===== src/rtl/mfr_pkg.sv =====
package mfr_pkg;

  // Start-of-frame delimiter and the fixed size of the address field.
  localparam logic [7:0] START_BYTE = 8'h68;
  localparam int unsigned ADDR_BYTES = 7;
  localparam int unsigned ADDR_W = 8 * ADDR_BYTES;

  // Position within the frame.
  typedef enum logic [3:0] {
    PH_HUNT = 4'd0,
    PH_KIND = 4'd1,
    PH_ADDR = 4'd2,
    PH_CTRL = 4'd3,
    PH_LEN  = 4'd4,
    PH_DATA = 4'd5,
    PH_SUM  = 4'd6,
    PH_STOP = 4'd7,
    PH_DONE = 4'd8
  } phase_t;

  typedef struct packed {
    logic [7:0] rx_byte;
    logic       burst_end;
  } in_item_t;

  typedef struct packed {
    logic              is_summary;
    logic [7:0]        payload_byte;
    logic [7:0]        meter_kind;
    logic [ADDR_W-1:0] meter_address;
    logic [7:0]        control_code;
    logic [7:0]        payload_length;
    logic [7:0]        received_sum;
    logic [7:0]        stop_value;
    logic              frame_complete;
    logic              checksum_ok;
  } out_item_t;

endpackage


===== src/rtl/mfr_parser.sv =====
module mfr_parser (
  input  logic             clk,
  input  logic             rst_n,
  input  logic             accept,
  input  mfr_pkg::in_item_t  item,
  output logic             res_valid,
  output mfr_pkg::out_item_t res
);
  import mfr_pkg::*;

  phase_t            phase_r, phase_nxt;
  logic [7:0]        count_r, count_nxt;
  logic [7:0]        run_sum_r, run_sum_nxt;
  logic [7:0]        kind_r, kind_nxt;
  logic [ADDR_W-1:0] addr_r, addr_nxt;
  logic [7:0]        ctrl_r, ctrl_nxt;
  logic [7:0]        len_r, len_nxt;
  logic [7:0]        rsum_r, rsum_nxt;

  // Frame state registers, updated once per accepted transaction.
  always_ff @(posedge clk) begin
    if (!rst_n) begin
      phase_r   <= PH_HUNT;
      count_r   <= '0;
      run_sum_r <= '0;
      kind_r    <= '0;
      addr_r    <= '0;
      ctrl_r    <= '0;
      len_r     <= '0;
      rsum_r    <= '0;
    end else if (accept) begin
      phase_r   <= phase_nxt;
      count_r   <= count_nxt;
      run_sum_r <= run_sum_nxt;
      kind_r    <= kind_nxt;
      addr_r    <= addr_nxt;
      ctrl_r    <= ctrl_nxt;
      len_r     <= len_nxt;
      rsum_r    <= rsum_nxt;
    end
  end

  // Per-byte state update and result selection.
  always_comb begin
    logic       done_now;
    logic       data_out;
    phase_t     p;
    logic [7:0] b;
    b           = item.rx_byte;
    phase_nxt   = phase_r;
    count_nxt   = count_r;
    run_sum_nxt = run_sum_r;
    kind_nxt    = kind_r;
    addr_nxt    = addr_r;
    ctrl_nxt    = ctrl_r;
    len_nxt     = len_r;
    rsum_nxt    = rsum_r;
    done_now    = 1'b0;
    data_out    = 1'b0;
    res_valid   = 1'b0;
    res         = '0;

    case (phase_r)
      PH_HUNT: begin
        if (b == START_BYTE) begin
          run_sum_nxt = START_BYTE;
          count_nxt   = '0;
          kind_nxt    = '0;
          addr_nxt    = '0;
          ctrl_nxt    = '0;
          len_nxt     = '0;
          rsum_nxt    = '0;
          phase_nxt   = PH_KIND;
        end
      end
      PH_KIND: begin
        kind_nxt    = b;
        run_sum_nxt = run_sum_r + b;
        count_nxt   = '0;
        phase_nxt   = PH_ADDR;
      end
      PH_ADDR: begin
        addr_nxt    = addr_r | ({{(ADDR_W-8){1'b0}}, b} << {count_r[2:0], 3'b000});
        run_sum_nxt = run_sum_r + b;
        count_nxt   = count_r + 8'd1;
        if (count_nxt >= 8'(ADDR_BYTES)) begin
          phase_nxt = PH_CTRL;
        end
      end
      PH_CTRL: begin
        ctrl_nxt    = b;
        run_sum_nxt = run_sum_r + b;
        phase_nxt   = PH_LEN;
      end
      PH_LEN: begin
        len_nxt     = b;
        run_sum_nxt = run_sum_r + b;
        count_nxt   = '0;
        phase_nxt   = (b == 8'd0) ? PH_SUM : PH_DATA;
      end
      PH_DATA: begin
        run_sum_nxt = run_sum_r + b;
        count_nxt   = count_r + 8'd1;
        if (count_nxt >= len_r) begin
          phase_nxt = PH_SUM;
        end
        data_out = 1'b1;
      end
      PH_SUM: begin
        rsum_nxt  = b;
        phase_nxt = PH_STOP;
      end
      PH_STOP: begin
        phase_nxt = PH_DONE;
        done_now  = 1'b1;
      end
      default: begin
      end
    endcase

    // Summary fields carry the frame registers as updated by this byte.
    res.meter_kind     = kind_nxt;
    res.meter_address  = addr_nxt;
    res.control_code   = ctrl_nxt;
    res.payload_length = len_nxt;
    res.received_sum   = rsum_nxt;
    p = phase_nxt;

    if (done_now) begin
      res_valid          = 1'b1;
      res.is_summary     = 1'b1;
      res.stop_value     = b;
      res.frame_complete = 1'b1;
      res.checksum_ok    = (run_sum_nxt == rsum_nxt);
      if (item.burst_end) begin
        phase_nxt = PH_HUNT;
      end
    end else if (item.burst_end) begin
      phase_nxt = PH_HUNT;
      // A frame cut short by the burst end still gets its summary.
      if (p != PH_HUNT && p != PH_DONE) begin
        res_valid      = 1'b1;
        res.is_summary = 1'b1;
      end
    end else if (data_out) begin
      res              = '0;
      res_valid        = 1'b1;
      res.payload_byte = b;
    end
  end

endmodule


===== src/rtl/mfr_out_buf.sv =====
module mfr_out_buf (
  input  logic               clk,
  input  logic               rst_n,
  input  logic               push,
  input  mfr_pkg::out_item_t push_data,
  output logic               full,
  output logic               out_valid,
  input  logic               out_stall,
  output mfr_pkg::out_item_t out_data
);
  import mfr_pkg::*;

  out_item_t  mem_r [2];
  logic       wr_ptr_r;
  logic       rd_ptr_r;
  logic [1:0] count_r;
  logic       pop;

  assign pop       = out_valid && !out_stall;
  assign out_valid = (count_r != 2'd0);
  assign full      = (count_r == 2'd2);
  assign out_data  = mem_r[rd_ptr_r];

  // Two-entry result queue so the parser keeps taking bytes while the
  // receiver holds off a transaction.
  always_ff @(posedge clk) begin
    if (!rst_n) begin
      wr_ptr_r <= 1'b0;
      rd_ptr_r <= 1'b0;
      count_r  <= '0;
    end else begin
      if (push) begin
        wr_ptr_r <= ~wr_ptr_r;
      end
      if (pop) begin
        rd_ptr_r <= ~rd_ptr_r;
      end
      count_r <= count_r + {1'b0, push} - {1'b0, pop};
    end
  end

  always_ff @(posedge clk) begin
    if (push) begin
      mem_r[wr_ptr_r] <= push_data;
    end
  end

endmodule


===== src/rtl/meter_frame_receiver.sv =====
// Receiver for meter frames carried in a byte stream.
// Input channel: one received byte per transaction (in_data.rx_byte), with
// in_data.burst_end marking the last byte of a burst. Bytes before the first
// start byte are dropped; after a frame's stop byte, bytes are ignored until
// the burst ends.
// Output channel: one transaction per data byte (is_summary 0), then one
// frame summary (is_summary 1) after the stop byte, or at the burst end if the
// frame was cut short. A burst end on a data byte yields only the summary.
// Throughput: one byte per cycle while in_stall is low; the per-byte state
// update is a single registered step. Each result is written into the queue
// as its byte is accepted and reaches out_valid once earlier results are taken.
// Stall: results wait in a two-entry queue; in_stall rises only when both
// entries are occupied, so a stalled receiver stops input after two results.
// Reset (rst_n low, synchronous) empties the queue and returns the parser to
// hunting for a start byte with all frame registers cleared.
module meter_frame_receiver (
  input  logic               clk,
  input  logic               rst_n,
  input  logic               in_valid,
  output logic               in_stall,
  input  mfr_pkg::in_item_t  in_data,
  output logic               out_valid,
  input  logic               out_stall,
  output mfr_pkg::out_item_t out_data
);
  import mfr_pkg::*;

  logic      accept;
  logic      res_valid;
  out_item_t res;
  logic      full;

  assign in_stall = full;
  assign accept   = in_valid && !in_stall;

  mfr_parser u_parser (
    .clk       (clk),
    .rst_n     (rst_n),
    .accept    (accept),
    .item      (in_data),
    .res_valid (res_valid),
    .res       (res)
  );

  mfr_out_buf u_out_buf (
    .clk       (clk),
    .rst_n     (rst_n),
    .push      (accept && res_valid),
    .push_data (res),
    .full      (full),
    .out_valid (out_valid),
    .out_stall (out_stall),
    .out_data  (out_data)
  );

endmodule

===== config.mk =====
export PLATFORM = sky130hd
export DESIGN_NAME = meter_frame_receiver
export DESIGN_NICKNAME = d
export VERILOG_FILES = /design/src/rtl/mfr_pkg.sv /design/src/rtl/mfr_parser.sv /design/src/rtl/mfr_out_buf.sv /design/src/rtl/meter_frame_receiver.sv
export SDC_FILE = /design/constraint.sdc
export NUM_CORES = 1
export LEC_CHECK = 0
export BUFFER_PORTS_ARGS = -buffer_cell sky130_fd_sc_hd__clkbuf_2
export CORE_MARGIN = 2
export CORE_UTILIZATION = 41
export CTS_CLUSTER_DIAMETER = 150
export DETAILED_ROUTE_END_ITERATION = 16
export PLACE_DENSITY = 0.55
export SYNTH_ARGS = -nofsm -noshare
export SYNTH_HDL_FRONTEND = slang
export SYNTH_SLANG_ARGS = --single-unit

===== constraint.sdc =====
create_clock -name clk -period 23.6 [get_ports clk]
set_input_delay 4.72 -clock clk [delete_from_list [all_inputs] [get_ports clk]]
set_output_delay 4.72 -clock clk [all_outputs]
set_load 0.02 [all_outputs]

==> impl_metrics.env <==
export IMPL_switching_share=0.2665
export IMPL_worst_pin_slew_ns=1.206
export IMPL_fin_skew_ns=0.01968
export IMPL_min_period_ns=8.074
export IMPL_cts_buffer_depth=3
export IMPL_p_sw_w=0.0003609
export IMPL_synth_flop_cell="edfxtp_1"
export IMPL_dieArea_um2=36280
export IMPL_clock_root_buffer="clkbuf_16"
export IMPL_critPathArrivalTime_ns=8.20
export IMPL_startpoint_type="input port"
export IMPL_drive_gt1_frac=0.2400
export IMPL_critPathMaxFanout=65
export IMPL_ys_seq_elements=327
export IMPL_start_util=0.4147
export IMPL_irDropWorstVdd_mv=0.05801
export IMPL_cap_viol_max_count=0
export IMPL_syn2layout_area_growth_pct=13.74
export IMPL_setup_tns_ns=0
export IMPL_syn_area_um2=14250
export IMPL_die_x_um=190.5
export IMPL_finalSetupViolCount=0
export IMPL_routedWlPerCell_um=18.95
export IMPL_p_int_w=0.0009933
export IMPL_hold_path_class="reg2reg"
export IMPL_rsz0062_at_grt="false"
export IMPL_grt_pass1_vias=9065
export IMPL_cts_resized=0
export IMPL_combPwrFrac=0.160
export IMPL_ys_types=63
export IMPL_crit_type="in2reg"
export IMPL_drv_slew=0
export IMPL_cts_num_sinks=327
export IMPL_vias_per_cell=5.380
export IMPL_seq_area_frac_synth=0.6095
export IMPL_grt_pass1_wl_mm=51.66
export IMPL_syn_inst=1201
export IMPL_yosys_warnings=0
export IMPL_postRouteWirelength_mm=33.27
export IMPL_slew_headroom=0.1958
export IMPL_ios=122
export IMPL_num_rows=68
export IMPL_numCtsBuffers=35
export IMPL_drtIter0Drc=690
export IMPL_synth_async_reset_ratio=0
export IMPL_place_congestion=0.7899
export IMPL_port_buffers=121
export IMPL_clock_fmax_ghz=0.1239
export IMPL_clock_latency_ns=0.52
export IMPL_die_y_um=190.5
export IMPL_gr_total_overflow=0
export IMPL_coreArea_um2=34370
export IMPL_p_leak_nw=5.891
export IMPL_grt_antenna_before_repair=1
export IMPL_clockPowerShare=0.377
export IMPL_cts_hold_buf=0
export IMPL_critPathCaptureType="flip-flop"
export IMPL_drt_pass1_iter_count=5
export IMPL_hold_viol=0
export IMPL_timing_final_crit_share=0.3421
export IMPL_drtAntennaViolNets=0
export IMPL_power_density_nw_per_um2=83.53
export IMPL_syn_num_nets=1234
export IMPL_synth_edf_count=214
export IMPL_finalPower_w=0.001354
export IMPL_post_cts_setup_buffers=0
export IMPL_status="complete, no violations"
export IMPL_grt_max_degree=77
export IMPL_vias=9447
export IMPL_dpl_hpwl_mm=20.86
export IMPL_final_common_cell="edfxtp_1"
export IMPL_nets=1307
export IMPL_drc=0
export IMPL_mostFrequentLayoutCells="edfxtp_1 (214), nor2_1 (160), clkbuf_2 (122)"
export IMPL_cts_tree="done"
export IMPL_avgSynthCellArea_um2=11.87
export IMPL_clkTransAtPathRegs_ns=0.06
export IMPL_grtUsageTotal=0.1816
export IMPL_power_frac_seq=0.464
export IMPL_required_ns=23.73
export IMPL_htreeDepth=2
logic make-up (layout without fill, tap and decap cells):
group,count (synthesis),count (layout),synth area share
simple gates,345,345,0.1216
flops,327,327,0.6095
compound gates,272,272,0.1221
buf+inv,111,210,0.03248
mux,108,108,0.08523
fa+ha+maj,20,20,0.01808
xor+xnor,18,18,0.01106
other cells,0,1,0
sequential cells by signal (all words and copies together), names as in the netlist, named ones only:
| name | flops |
|---|---|
| u_out_buf.count_r | 2 |
| u_out_buf.mem_r | 214 |
| u_out_buf.rd_ptr_r | 1 |
| u_out_buf.wr_ptr_r | 1 |
| u_parser.addr_r | 56 |
| u_parser.count_r | 8 |
| u_parser.ctrl_r | 8 |
| u_parser.kind_r | 8 |
| u_parser.len_r | 8 |
| u_parser.phase_r | 4 |
| u_parser.rsum_r | 8 |
| u_parser.run_sum_r | 8 |
critical path: stages:
cell      delay (ns)
clkbuf_2        0.52
nor4b_4         0.37
nand3_2         0.52
o21ai_0         0.30
o21ai_0         0.12
buf_4           0.17
nor2_4          0.07
buf_4           0.53
buf_4           0.79
cell type report:
cell class | instances | area, um^2
inverters | 14 | 52.55
diodes | 1 | 2.502
clock buffers | 50 | 953.4
repair buffers | 133 | 695.7
multi-input cells | 763 | 5136
well taps | 455 | 569.3
clock inverters | 13 | 111.4
flip-flops and latches | 327 | 8692
fillers | 3213 | 18160
power by group through the flow:
stage | Clock, W | Sequential (W) | Combinational, W
2_1_floorplan | 0 | 0.000630 | 0.000164
3_3_place_gp | 0 | 0.000640 | 0.000220
3_5_place_dp | 0 | 0.000640 | 0.000220
4_1_cts | 0.000523 | 0.000628 | 0.000221
5_1_grt | 0.000547 | 0.000630 | 0.000233
6_report | 0.000510 | 0.000628 | 0.000216
synthesized netlist by cell type, drive strengths merged, types with 7 or more instances:
library cell	count	area share
a21boi	7	0.0037
a21o	7	0.0037
a21oi	82	0.029
a22oi	50	0.026
a31oi	63	0.029
and2	32	0.014
and3	7	0.0031
buf	14	0.0069
clkbuf	83	0.022
dfxtp	113	0.16
edfxtp	214	0.45
ha	19	0.017
inv	14	0.0037
mux2	107	0.085
nand2	31	0.0082
nand2b	12	0.0058
nand3	16	0.0060
nor2	162	0.043
nor2b	40	0.018
nor3	17	0.0077
o21ai	32	0.011
xnor2	10	0.0061
xor2	8	0.0049
metrics by stage:
step           utilization  cells  setup slack [ns]  area [um^2]  hold WS (ns)
2_1_floorplan            -   1201             12.82        14250        0.4376
6_report            0.4717   1756             15.53        16210        0.4641
5_1_grt             0.4717   1756             15.18        16210        0.4837
3_3_place_gp        0.4406   1692             15.00        15150        0.4473
4_1_cts             0.4716   1755             15.48        16210        0.4685
3_5_place_dp        0.4406   1692             14.97        15150        0.4545
final timing paths:
check / start / to / slack, ns / cells after the start
worst max register to register: u_parser.phase_r[2]$_SDFFE_PN0P_ / u_out_buf.mem_r[1][94]$_DFFE_PP_ / 19.72 / 8
worst max-delay path: in_data[4] / u_out_buf.mem_r[1][94]$_DFFE_PP_ / 15.53 / 9
worst min-delay path: u_parser.addr_r[9]$_SDFFE_PN0P_ / u_parser.addr_r[9]$_SDFFE_PN0P_ / 0.46 / 2
worst min register to register: u_parser.addr_r[9]$_SDFFE_PN0P_ / u_parser.addr_r[9]$_SDFFE_PN0P_ / 0.46 / 2
routing by layer:
metal,up-vias,part of all wire,wire [um],GRT usage
met2,220,0.47,15630,0.2909
li1,4548,-,-,-
met3,43,0.043,1419,0.02540
met4,0,0.021,713,0.04741
met5,-,0,0,0
met1,4636,0.47,15510,0.2592
Power figures use the tool's default switching activity.
